## config.mk

```make
export PLATFORM = sky130hd
export DESIGN_NAME = quadrature_position_pid_drive_core
export DESIGN_NICKNAME = d
export VERILOG_FILES = /design/src/rtl/qpd_pkg.sv /design/src/rtl/quadrature_position_pid_drive_core.sv /design/src/rtl/qpd_enc.sv
export SDC_FILE = /design/constraint.sdc
export NUM_CORES = 2
export LEC_CHECK = 0
export ABC_AREA = 1
export BUFFER_PORTS_ARGS = -buffer_cell sky130_fd_sc_hd__buf_2
export CAP_MARGIN = 20
export CORE_UTILIZATION = 59
export DETAILED_ROUTE_END_ITERATION = 16
export GPL_ROUTABILITY_DRIVEN = 1
export PLACE_DENSITY = 0.8
export SYNTH_ARGS = -nofsm -noshare
export SYNTH_HDL_FRONTEND = slang
export SYNTH_SLANG_ARGS = --single-unit
```

## constraint.sdc

```tcl
create_clock -name clk -period 15.35 [get_ports clk]
set_input_delay 1.535 -clock clk [delete_from_list [all_inputs] [get_ports clk]]
set_output_delay 1.535 -clock clk [all_outputs]
set_load 0.03 [all_outputs]
```

## src/rtl/qpd_pkg.sv

```systemverilog
`timescale 1ns / 1ps
`default_nettype none

package qpd_pkg;

  // Configuration register indexes.
  localparam int CFG_IDX_W = 3;
  localparam logic [CFG_IDX_W-1:0] REG_PROP_GAIN      = 3'd0;
  localparam logic [CFG_IDX_W-1:0] REG_INTEG_GAIN     = 3'd1;
  localparam logic [CFG_IDX_W-1:0] REG_DERIV_GAIN     = 3'd2;
  localparam logic [CFG_IDX_W-1:0] REG_ERROR_OFFSET   = 3'd3;
  localparam logic [CFG_IDX_W-1:0] REG_START_OFFSET   = 3'd4;
  localparam logic [CFG_IDX_W-1:0] REG_INTEGRAL_LIMIT = 3'd5;

  // Register values after reset.
  localparam logic [7:0]         PROP_GAIN_RST      = 8'd20;
  localparam logic [7:0]         INTEG_GAIN_RST     = 8'd0;
  localparam logic [7:0]         DERIV_GAIN_RST     = 8'd0;
  localparam logic signed [15:0] ERROR_OFFSET_RST   = 16'sd500;
  localparam logic signed [15:0] START_OFFSET_RST   = -16'sd35;
  localparam logic [15:0]        INTEGRAL_LIMIT_RST = 16'd1000;

  // Item kinds carried in tuser.
  localparam logic OP_ENCODER = 1'b0;
  localparam logic OP_TICK    = 1'b1;

  // Position scale: 720 degrees per 8400 counts is 3/35 degree per count.
  localparam int POS_MUL = 3;
  localparam int POS_DIV = 35;

  // Error and integral are held as signed 26-bit values.
  localparam int ERR_W = 26;
  localparam logic signed [ERR_W-1:0] ERR_MAX = 26'sh1FFFFFF;
  localparam logic signed [ERR_W-1:0] ERR_MIN = -26'sh2000000;

  localparam int TICK_RATE = 100;
  localparam int DRIVE_MAX = 255;

  // Duty quotients by reciprocal multiply: forward divides by 100,
  // reverse divides by 600 (5/6 of the drive, in hundredths).
  localparam int RECIP_SH = 27;
  localparam int RECIP_W  = 21;
  localparam logic [RECIP_W-1:0] RECIP_FWD = 21'd1342178;
  localparam logic [RECIP_W-1:0] RECIP_REV = 21'd223697;

  // One encoder sample handed to the counter.
  typedef struct packed {
    logic en;
    logic phase_a;
    logic phase_b;
  } enc_step_t;

endpackage

`default_nettype wire

```

## src/rtl/quadrature_position_pid_drive_core.sv

```systemverilog
`timescale 1ns / 1ps
`default_nettype none

// Quadrature encoder counter and PID position loop for a DC motor bridge.
// Each input word is either an encoder sample (tuser 0: phase A and B levels)
// or a control tick (tuser 1: a set point in degrees). Samples update the
// 16-bit count and produce no output; each tick produces one output word with
// the measured position in degrees, the drive direction and the PWM duty.
// The block takes one word every clock: in_tready drops only when both the
// output register and its skid register hold results that the sink has not
// taken. A tick's result reaches out_tvalid through a pipeline of an input
// register, six compute stages and the output register; that depth is set
// by the chain of 8x26 gain products, the integral update and the duty
// quotient. Encoder samples take effect in the input stage, so a tick always
// sees every sample accepted before it.
// Configuration writes land at once and are meant for idle periods.

module quadrature_position_pid_drive_core #(
  parameter int FRAC_BITS = 8
) (
  input  logic                             clk,
  input  logic                             rst_n,
  // in_tdata: [0] phase_a, [1] phase_b, [17:2] target, [23:18] zero
  input  logic                             in_tvalid,
  output logic                             in_tready,
  input  logic [23:0]                      in_tdata,
  // in_tuser: [0] op (0 encoder sample, 1 control tick)
  input  logic                             in_tuser,
  // out_tdata: [15:0] position_deg, [16] reverse, [24:17] duty, [31:25] zero
  output logic                             out_tvalid,
  input  logic                             out_tready,
  output logic [31:0]                      out_tdata,
  input  logic                             cfg_valid,
  output logic                             cfg_ready,
  input  logic [qpd_pkg::CFG_IDX_W-1:0]    cfg_index,
  input  logic [15:0]                      cfg_data
);
  import qpd_pkg::*;

  localparam int QW   = FRAC_BITS + 14;
  localparam int PW   = FRAC_BITS + 18;
  localparam int EW   = (FRAC_BITS + 20 > 27) ? FRAC_BITS + 20 : 27;
  localparam int DEGW = PW - FRAC_BITS;
  localparam int KW   = 35;
  localparam int DFW  = ERR_W + 1;
  localparam int KDW  = DFW + 9;
  localparam int SW   = 36;
  localparam int PDW  = 44;
  localparam int SUMW = 52;
  localparam int DW   = FRAC_BITS + 16;
  localparam int MAGW = DW + 3;
  localparam int UW   = 17;
  localparam int MW   = UW + RECIP_W;

  localparam longint DMAX = longint'(DRIVE_MAX) * TICK_RATE * (longint'(1) << FRAC_BITS);
  localparam logic signed [SUMW-1:0] DMAX_S = SUMW'(DMAX);
  localparam logic signed [DEGW-1:0] DEG_HI = DEGW'(32767);
  localparam logic signed [DEGW-1:0] DEG_LO = DEGW'(-32768);
  localparam logic [7:0] REV_DUTY_MAX = 8'((DRIVE_MAX * 5) / 6);

  // Configuration registers.
  logic [7:0]         kp_r, ki_r, kd_r;
  logic signed [15:0] eoff_r, soff_r;
  logic [15:0]        ilim_r;

  // Pipeline control.
  logic en;
  logic s0_vld_r, s1_vld_r, s2_vld_r, s3_vld_r, s4_vld_r, s5_vld_r, s6_vld_r;

  // Stage payloads.
  logic                   s0_op_r, s0_a_r, s0_b_r;
  logic [15:0]            s0_tgt_r, s1_tgt_r;
  logic signed [PW-1:0]   s1_pos_r;
  logic signed [ERR_W-1:0] s2_err_r;
  logic signed [15:0]     s2_deg_r, s3_deg_r, s4_deg_r, s5_deg_r, s6_deg_r;
  logic signed [KW-1:0]   s3_kp_err_r, s3_ki_err_r;
  logic signed [KDW-1:0]  s3_kd_diff_r;
  logic signed [ERR_W-1:0] s4_integ_r;
  logic signed [PDW-1:0]  s4_pd_r;
  logic signed [DW-1:0]   s5_d_r;
  logic [UW-1:0]          s6_u_r;
  logic                   s6_neg_r, s6_zero_r;

  // Loop state.
  logic signed [ERR_W-1:0] prev_err_r, integral_r;
  logic                    held_dir_r;
  logic [7:0]              held_duty_r;

  // Output register and skid register.
  logic        out_vld_r, skid_vld_r;
  logic [31:0] out_data_r, skid_data_r;

  // Encoder counter.
  enc_step_t            enc_step;
  logic signed [QW-1:0] enc_fq;
  logic                 enc_rem_nz, enc_cnt_neg;

  // Combinational stage results.
  logic signed [QW-1:0]    trunc_q;
  logic signed [PW-1:0]    pos_nxt;
  logic signed [EW-1:0]    err_raw;
  logic signed [ERR_W-1:0] err_nxt;
  logic signed [DEGW-1:0]  deg_q, deg_fix;
  logic signed [15:0]      deg_nxt;
  logic signed [KW-1:0]    kp_nxt, ki_nxt;
  logic signed [DFW-1:0]   diff;
  logic signed [KDW-1:0]   kd_nxt;
  logic signed [SW-1:0]    isum, lim_s, ihi, ilo, iclamp;
  logic signed [ERR_W-1:0] integ_nxt;
  logic signed [PDW-1:0]   pd_nxt;
  logic signed [SUMW-1:0]  dsum, dclamp;
  logic signed [DW-1:0]   d_nxt;
  logic                   dneg, dzero;
  logic [DW-1:0]          dmag;
  logic [MAGW-1:0]        mag5;
  logic [UW-1:0]          u_nxt;
  logic [MW-1:0]          prod;
  logic [7:0]             quot;
  logic                   res_dir;
  logic [7:0]             res_duty;
  logic [31:0]            res_word;
  logic                   push, take;

  // The pipeline moves whenever the skid register is free.
  assign en        = !skid_vld_r;
  assign in_tready = en;
  assign cfg_ready = 1'b1;

  always_ff @(posedge clk) begin
    if (!rst_n) begin
      kp_r   <= PROP_GAIN_RST;
      ki_r   <= INTEG_GAIN_RST;
      kd_r   <= DERIV_GAIN_RST;
      eoff_r <= ERROR_OFFSET_RST;
      soff_r <= START_OFFSET_RST;
      ilim_r <= INTEGRAL_LIMIT_RST;
    end else if (cfg_valid) begin
      unique case (cfg_index)
        REG_PROP_GAIN:      kp_r   <= cfg_data[7:0];
        REG_INTEG_GAIN:     ki_r   <= cfg_data[7:0];
        REG_DERIV_GAIN:     kd_r   <= cfg_data[7:0];
        REG_ERROR_OFFSET:   eoff_r <= $signed(cfg_data);
        REG_START_OFFSET:   soff_r <= $signed(cfg_data);
        REG_INTEGRAL_LIMIT: ilim_r <= cfg_data;
        default: ;
      endcase
    end
  end

  // Encoder samples are applied from the input register.
  assign enc_step.en      = en && s0_vld_r && (s0_op_r == OP_ENCODER);
  assign enc_step.phase_a = s0_a_r;
  assign enc_step.phase_b = s0_b_r;

  qpd_enc #(
    .FRAC_BITS (FRAC_BITS)
  ) u_enc (
    .clk       (clk),
    .rst_n     (rst_n),
    .step_i    (enc_step),
    .fq_o      (enc_fq),
    .rem_nz_o  (enc_rem_nz),
    .cnt_neg_o (enc_cnt_neg)
  );

  always_comb begin
    // Stage 1: position in fixed point, truncated toward zero.
    trunc_q = enc_fq + $signed({{(QW-1){1'b0}}, enc_cnt_neg & enc_rem_nz});
    pos_nxt = PW'(trunc_q) + (PW'(soff_r) <<< FRAC_BITS);

    // Stage 2: saturated error and position in whole degrees.
    err_raw = $signed({{(EW-16-FRAC_BITS){1'b0}}, s1_tgt_r, {FRAC_BITS{1'b0}}})
              - EW'(s1_pos_r) - (EW'(eoff_r) <<< FRAC_BITS);
    if (err_raw > EW'(ERR_MAX)) begin
      err_nxt = ERR_MAX;
    end else if (err_raw < EW'(ERR_MIN)) begin
      err_nxt = ERR_MIN;
    end else begin
      err_nxt = ERR_W'(err_raw);
    end
    deg_q   = DEGW'(s1_pos_r >>> FRAC_BITS);
    deg_fix = deg_q + $signed({{(DEGW-1){1'b0}},
                               s1_pos_r[PW-1] & (|s1_pos_r[FRAC_BITS-1:0])});
    if (deg_fix > DEG_HI) begin
      deg_nxt = 16'(DEG_HI);
    end else if (deg_fix < DEG_LO) begin
      deg_nxt = 16'(DEG_LO);
    end else begin
      deg_nxt = 16'(deg_fix);
    end

    // Stage 3: gain products.
    kp_nxt = $signed({1'b0, kp_r}) * s2_err_r;
    ki_nxt = $signed({1'b0, ki_r}) * s2_err_r;
    diff   = DFW'(prev_err_r) - DFW'(s2_err_r);
    kd_nxt = $signed({1'b0, kd_r}) * diff;

    // Stage 4: integral with its clamp, and the P plus D term.
    isum  = SW'(integral_r) + SW'(s3_ki_err_r);
    lim_s = $signed(SW'({ilim_r, {FRAC_BITS{1'b0}}}));
    ihi   = (lim_s > SW'(ERR_MAX)) ? SW'(ERR_MAX) : lim_s;
    ilo   = (-lim_s < SW'(ERR_MIN)) ? SW'(ERR_MIN) : -lim_s;
    if (isum > ihi) begin
      iclamp = ihi;
    end else if (isum < ilo) begin
      iclamp = ilo;
    end else begin
      iclamp = isum;
    end
    integ_nxt = ERR_W'(iclamp);
    pd_nxt    = PDW'(s3_kp_err_r) + PDW'(s3_kd_diff_r) * PDW'(TICK_RATE);

    // Stage 5: drive in hundredths, clamped to the bridge range.
    dsum = SUMW'(s4_pd_r) * SUMW'(TICK_RATE) + SUMW'(s4_integ_r);
    if (dsum > DMAX_S) begin
      dclamp = DMAX_S;
    end else if (dsum < -DMAX_S) begin
      dclamp = -DMAX_S;
    end else begin
      dclamp = dsum;
    end
    d_nxt = DW'(dclamp);

    // Stage 6: whole units of drive (reverse is scaled by five here; the divide by 600 makes it five sixths).
    dneg  = s5_d_r[DW-1];
    dzero = s5_d_r == '0;
    dmag  = dneg ? DW'(-s5_d_r) : DW'(s5_d_r);
    mag5  = MAGW'({dmag, 2'b00}) + MAGW'(dmag);
    u_nxt = dneg ? UW'(mag5 >> FRAC_BITS) : UW'(dmag >> FRAC_BITS);

    // Last step: divide by 100 or 600 through a reciprocal; a zero drive
    // keeps the held direction and duty.
    prod     = MW'(s6_u_r) * MW'(s6_neg_r ? RECIP_REV : RECIP_FWD);
    quot     = prod[RECIP_SH +: 8];
    res_dir  = s6_zero_r ? held_dir_r : s6_neg_r;
    res_duty = s6_zero_r ? held_duty_r : quot;
    res_word = {7'b0, res_duty, res_dir, s6_deg_r};
  end

  always_ff @(posedge clk) begin
    if (!rst_n) begin
      s0_vld_r <= 1'b0;
      s1_vld_r <= 1'b0;
      s2_vld_r <= 1'b0;
      s3_vld_r <= 1'b0;
      s4_vld_r <= 1'b0;
      s5_vld_r <= 1'b0;
      s6_vld_r <= 1'b0;
    end else if (en) begin
      s0_vld_r <= in_tvalid;
      s1_vld_r <= s0_vld_r && (s0_op_r == OP_TICK);
      s2_vld_r <= s1_vld_r;
      s3_vld_r <= s2_vld_r;
      s4_vld_r <= s3_vld_r;
      s5_vld_r <= s4_vld_r;
      s6_vld_r <= s5_vld_r;
    end
  end

  always_ff @(posedge clk) begin
    if (en) begin
      s0_op_r      <= in_tuser;
      s0_a_r       <= in_tdata[0];
      s0_b_r       <= in_tdata[1];
      s0_tgt_r     <= in_tdata[17:2];
      s1_tgt_r     <= s0_tgt_r;
      s1_pos_r     <= pos_nxt;
      s2_err_r     <= err_nxt;
      s2_deg_r     <= deg_nxt;
      s3_kp_err_r  <= kp_nxt;
      s3_ki_err_r  <= ki_nxt;
      s3_kd_diff_r <= kd_nxt;
      s3_deg_r     <= s2_deg_r;
      s4_integ_r   <= integ_nxt;
      s4_pd_r      <= pd_nxt;
      s4_deg_r     <= s3_deg_r;
      s5_d_r       <= d_nxt;
      s5_deg_r     <= s4_deg_r;
      s6_u_r       <= u_nxt;
      s6_neg_r     <= dneg;
      s6_zero_r    <= dzero;
      s6_deg_r     <= s5_deg_r;
    end
  end

  // Loop state advances as each tick passes the stage that owns it.
  always_ff @(posedge clk) begin
    if (!rst_n) begin
      prev_err_r  <= '0;
      integral_r  <= '0;
      held_dir_r  <= 1'b0;
      held_duty_r <= '0;
    end else if (en) begin
      if (s2_vld_r) begin
        prev_err_r <= s2_err_r;
      end
      if (s3_vld_r) begin
        integral_r <= integ_nxt;
      end
      if (s6_vld_r && !s6_zero_r) begin
        held_dir_r  <= s6_neg_r;
        held_duty_r <= quot;
      end
    end
  end

  // Output register with a skid register behind it.
  assign push = en && s6_vld_r;
  assign take = out_vld_r && out_tready;

  always_ff @(posedge clk) begin
    if (!rst_n) begin
      out_vld_r  <= 1'b0;
      skid_vld_r <= 1'b0;
    end else if (skid_vld_r) begin
      if (take) begin
        skid_vld_r <= 1'b0;
      end
    end else if (push) begin
      if (!out_vld_r || take) begin
        out_vld_r <= 1'b1;
      end else begin
        skid_vld_r <= 1'b1;
      end
    end else if (take) begin
      out_vld_r <= 1'b0;
    end
  end

  always_ff @(posedge clk) begin
    if (skid_vld_r) begin
      if (take) begin
        out_data_r <= skid_data_r;
      end
    end else if (push) begin
      if (!out_vld_r || take) begin
        out_data_r <= res_word;
      end else begin
        skid_data_r <= res_word;
      end
    end
  end

  assign out_tvalid = out_vld_r;
  assign out_tdata  = out_data_r;

  a_skid_behind_out: assert property (@(posedge clk) disable iff (!rst_n)
    skid_vld_r |-> out_vld_r)
    else $error("skid register full while output register is empty");

  a_result_kept: assert property (@(posedge clk) disable iff (!rst_n)
    (s6_vld_r && !skid_vld_r) |=> out_vld_r)
    else $error("finished tick result did not reach the output");

  a_reverse_duty: assert property (@(posedge clk) disable iff (!rst_n)
    (out_vld_r && out_data_r[16]) |-> (out_data_r[24:17] <= REV_DUTY_MAX))
    else $error("reverse duty above its scaled maximum");

endmodule

`default_nettype wire

```

## src/rtl/qpd_enc.sv

```systemverilog
`timescale 1ns / 1ps
`default_nettype none

module qpd_enc #(
  parameter int FRAC_BITS = 8
) (
  input  logic                        clk,
  input  logic                        rst_n,
  input  qpd_pkg::enc_step_t          step_i,
  output logic signed [FRAC_BITS+13:0] fq_o,
  output logic                        rem_nz_o,
  output logic                        cnt_neg_o
);
  import qpd_pkg::*;

  localparam int QW = FRAC_BITS + 14;

  // The position numerator count*3*S is tracked as floor quotient and
  // remainder over 35, so each count step is a small add.
  localparam longint STEP   = POS_MUL * (longint'(1) << FRAC_BITS);
  localparam longint QD     = STEP / POS_DIV;
  localparam longint RD     = STEP % POS_DIV;
  localparam longint NMAX   = 32767 * STEP;
  localparam longint FQ_MAX = NMAX / POS_DIV;
  localparam longint R_MAX  = NMAX % POS_DIV;
  localparam longint PMIN   = 32768 * STEP;
  localparam longint FQ_MIN = -((PMIN + POS_DIV - 1) / POS_DIV);
  localparam longint R_MIN  = (POS_DIV - (PMIN % POS_DIV)) % POS_DIV;

  localparam logic [15:0] CNT_TOP = 16'h7FFF;
  localparam logic [15:0] CNT_BOT = 16'h8000;

  logic                 last_a_r;
  logic [15:0]          cnt_r, cnt_nxt;
  logic signed [QW-1:0] fq_r, fq_nxt;
  logic [5:0]           rem_r, rem_nxt;
  logic                 hit, up;
  logic [6:0]           rsum;

  assign hit = step_i.en && (step_i.phase_a != last_a_r);
  assign up  = step_i.phase_b != step_i.phase_a;
  assign rsum = {1'b0, rem_r} + 7'(RD);

  always_comb begin
    cnt_nxt = cnt_r;
    fq_nxt  = fq_r;
    rem_nxt = rem_r;
    if (hit && up) begin
      cnt_nxt = cnt_r + 16'd1;
      if (cnt_r == CNT_TOP) begin
        fq_nxt  = QW'(FQ_MIN);
        rem_nxt = 6'(R_MIN);
      end else if (rsum >= 7'(POS_DIV)) begin
        fq_nxt  = fq_r + QW'(QD + 1);
        rem_nxt = 6'(rsum - 7'(POS_DIV));
      end else begin
        fq_nxt  = fq_r + QW'(QD);
        rem_nxt = rsum[5:0];
      end
    end else if (hit) begin
      cnt_nxt = cnt_r - 16'd1;
      if (cnt_r == CNT_BOT) begin
        fq_nxt  = QW'(FQ_MAX);
        rem_nxt = 6'(R_MAX);
      end else if (rem_r >= 6'(RD)) begin
        fq_nxt  = fq_r - QW'(QD);
        rem_nxt = rem_r - 6'(RD);
      end else begin
        fq_nxt  = fq_r - QW'(QD + 1);
        rem_nxt = rem_r + 6'(POS_DIV - RD);
      end
    end
  end

  always_ff @(posedge clk) begin
    if (!rst_n) begin
      last_a_r <= 1'b0;
      cnt_r    <= '0;
      fq_r     <= '0;
      rem_r    <= '0;
    end else begin
      if (step_i.en) begin
        last_a_r <= step_i.phase_a;
      end
      cnt_r <= cnt_nxt;
      fq_r  <= fq_nxt;
      rem_r <= rem_nxt;
    end
  end

  assign fq_o      = fq_r;
  assign rem_nz_o  = rem_r != '0;
  assign cnt_neg_o = cnt_r[15];

  a_rem_range: assert property (@(posedge clk) disable iff (!rst_n)
    rem_r < 6'(POS_DIV))
    else $error("position remainder out of range");

  a_sign_match: assert property (@(posedge clk) disable iff (!rst_n)
    cnt_r[15] == fq_r[QW-1])
    else $error("position quotient sign disagrees with count");

  a_zero_match: assert property (@(posedge clk) disable iff (!rst_n)
    (cnt_r == '0) |-> (fq_r == '0 && rem_r == '0))
    else $error("zero count with nonzero position");

endmodule

`default_nettype wire

```

==> results list <==
* Clock insertion delay at the later pin of the skew report: 670 ps
* Initial detailed-routing violation count: 5100
- Post-synthesis share of cell area spent on xor and xnor gates: 0.0473
- Tmin final: 8150 ps
- The final layout contains routed wiring with a total length of 207000 µm.
- Post-synth top area cell: fa_1
* Total core area: 132000 µm²
- Wire length of the first global-routing pass: 333000 µm
* Tightest slew margin relative to the limit: 0.202
- Largest stage delay on the critical path: 990 ps
* Reg2Reg Depth: 31
- For the worst setup path, the data arrival time is 8530 ps.
- TritonCTS built the clock tree.
- OpenSTA, run right after detailed placement, puts the worst setup slack at 7450 ps.
- Remaining number of nets flagged by the antenna check after routing: 0
* Number of vias per cell: 5.49
* Worst Clk Skew: 47.0 ps
- The number of antenna violations at the first check in global routing is 9.
* Fmax: 123 MHz
- Summing all flip-flop and latch instances after layout gives 16800 µm².
- The share of the Yosys chip area taken by registers is 0.214.
- In the final routing, the length of wire on met1 measures 83600 µm.
- Commonest cells after routing, fill and taps aside: inv_1 (2241), nand2_1 (2021), ha_1 (881)
* First drt pass iteration count: 7
- The worst setup path is launched from a flip-flop.
- Max-slew violation total from the final report: 0
- The worst register-to-register path ends at s3_kd_diff_r[34]$_DFFE_PN_.
* Hold buffers post-CTS: 0
- Number of flops mapped to enable cells by yosys: 435
- Count of buffers inserted at the top-level ports: 69
- The detailed router placed 65300 vias in this run.
* Area fraction in compound gates after synthesis: 0.0993
* Routability-driven placement congestion ratio: 1.03
- The share of synthesized area in the top cell type comes to 0.198.
- In this run, post-CTS repair resized a total of 0 instances.
- Adder-cell area share of the yosys netlist: 0.338
- Clock-pin slew was measured on the worst setup and hold paths at 70 ps.
- The finished layout holds 11900 standard cells, fillers aside.
- Multi-input gate area: 52500 µm²
- After detailed routing, no signal wire sits above met5.
- Pin placement for this block handled 84 I/O pins.
* Post-layout utilization of the core: 0.631
* Register-to-register setup slack: 7200 ps
- By startpoint and endpoint, the worst setup path is classified as flip-flop to flip-flop.
- Total setup buffers inserted after CTS: 0
- Relative to the synthesized area, the layout overhead comes to 5.86%.
* Leading cell type in the layout, fill and taps excluded: inv_1
* Number of unique standard cell types used by synthesis: 71
- The clock passes through at most 3 buffers.
- #FFs+latches synth: 622
- Result of the run: finished, final reports clean
* Root buf cell: clkbuf_16
- Number of synthesis warnings: 0
- For this configuration, the core starts out at a cell density of 0.596.
- Summed over all failing endpoints, the final setup total negative slack is 0 ps.
* Fillers: 11300
* WP data required: 15720 ps
* Setup repair after global routing missed its margin: no
* Worst Setup End Kind: flip-flop
* Chip height: 367 µm
- Highest net fanout along the worst path: 17
- Detailed routing placed a total of 98900 µm of wire on met2.
- The via count of the first global-routing pass was 65400.
* Multiplexer area fraction after synthesis: 0
* Per-cell routed wire length: 17.4 µm
- Tracing the worst setup path back leads to its startpoint at s2_err_r[6]$_SDFFCE_PN1N_.
* Critical Path Most Common Cell: inv_1
* Sum of overflow across all layers after global routing: 0
* FF-to-FF Start: s2_err_r[6]$_SDFFCE_PN1N_
* MaxCap Viol Count: 0
* Slowest cell on crit path: edfxtp_1
* Combined area of all synthesized cells: 78700 µm²
- The worst path meets setup with 7200 ps of slack.
* Residual DRC: 0
- Instance count after placement with tap cells included: 11800
- Least-Margin Pin Slew: 1200 ps
- In this run the worst setup path terminates at s3_kd_diff_r[34]$_DFFE_PN_.
- The H-tree was split into 3 levels.
- Setup violations remaining at the end of the flow were counted as 0.
- Half-perimeter wire length of the detailed placement result: 170000 µm
- Most area-consuming cells after synthesis: fa_1 (20%), edfxtp_1 (17%), ha_1 (14%)
* Number of buffers inserted during clock tree synthesis: 71
- Number of instances in the synthesized netlist: 10100
- Of the cells placed in the final design, the portion with a size suffix greater than 1 is 0.0335.
- In this run the mean area of a mapped cell was 7.80 µm².
* Final Hold Vio Count: 0
* Async S/R FF share, synth: 0
* Largest family of logic cells by synthesized area: adder cells
- Dominant synthesized flop cell: edfxtp_1
- CTS saw 622 sinks.
- The path class of the tightest hold or removal check is flip-flop to flip-flop.
- GRT Overall Usage: 0.307
- Entering global routing, the biggest net connects 167 pins.
- DR WL met3: 13700 µm
- Row cnt: 133
- The net count of the finished layout is 11800.
- Of the total synthesized cell area, the portion taken by AND, OR, NAND and NOR gates is 0.181.
* Chip Width: 367 µm
- Die footprint: 135000 µm²
* Part of the cycle the worst path needs: 0.531
==> Yosys cell counts (all sizes together) (15+ instances only) <==
cell	n
o31ai	17
o21a	33
a21oi	626
xnor2	152
buf	25
clkbuf	214
nand3b	18
inv	2268
o21ai	476
nor3	90
nor2	806
o21bai	30
xor2	271
nor4	29
a221oi	15
nand2	2031
o211ai	33
ha	881
or2	17
a21boi	26
a21o	35
fa	778
dfxtp	187
a211oi	17
a31oi	67
nand3	373
edfxtp	435
nand4	83
==> layer usage <==
layer  vias to the layer above  GRT usage
li1                      31600          -
met1                     31000      0.383
met2                      2154      0.528
met3                       500     0.0413
met4                         4      0.140
met5                         -          0
==> registers in the layout, indices dropped and copies added, names as in the netlist, 24 cells and up <==
name	cells
integral_r	26
out_tdata	25
prev_err_r	26
s1_pos_r	25
s2_err_r	26
s3_kd_diff_r	36
s3_ki_err_r	35
s3_kp_err_r	35
s4_integ_r	26
s4_pd_r	44
s5_d_r	24
skid_data_r	25
==> kinds of logic after synthesis <==
family          after synthesis
compound gates             1403
xor+xnor                    423
fa+ha+maj                  1659
buf+inv                    2519
flops                       622
other cells                   2
simple gates               3463
==> worst min-delay path by stage <==
stage	from	endpoint	slack (ps)	cells after the start
5_1_grt	s0_tgt_r[7]$_DFFE_PN_	s1_tgt_r[7]$_DFFE_PN_	420	0
3_3_place_gp	s2_deg_r[3]$_SDFFCE_PN1N_	s3_deg_r[3]$_DFFE_PN_	400	0
6_report	s4_deg_r[4]$_DFFE_PN_	s5_deg_r[4]$_DFFE_PN_	420	0
4_1_cts	s3_deg_r[9]$_DFFE_PN_	s4_deg_r[9]$_DFFE_PN_	410	0
3_5_place_dp	s3_deg_r[10]$_DFFE_PN_	s4_deg_r[10]$_DFFE_PN_	400	0
2_1_floorplan	s0_tgt_r[0]$_DFFE_PN_	s1_tgt_r[0]$_DFFE_PN_	400	0
==> layout make-up <==
cell class	count	area share
Timing Repair Buffer	115	0.00909
Sequential cell	622	0.202
Antenna cell	3	0.0000901
Inverter	2280	0.103
Clock buffer	90	0.0233
Tap cell	1755	0.0264
Clock inverter	42	0.00673
Multi-Input combinational cell	6983	0.630
==> critical path, delay by kind of cell (launching register included) <==
family / cells / cell delay (ps)
compound gates: 11 / 2550
xor+xnor: 2 / 570
fa+ha+maj: 6 / 2430
buf+inv: 6 / 680
flops: 1 / 990
simple gates: 6 / 610
==> per-stage QoR <==
stage	cell area [µm²]	hold slack, ps
after detailed placement	80800	405
after floorplan	78800	400
after global routing	83300	423
after CTS	83300	409
after global placement	80700	402
final	83300	418
Power is not shown: default switching activity piles up to over one toggle a cycle in this logic, so the estimate is an artifact.
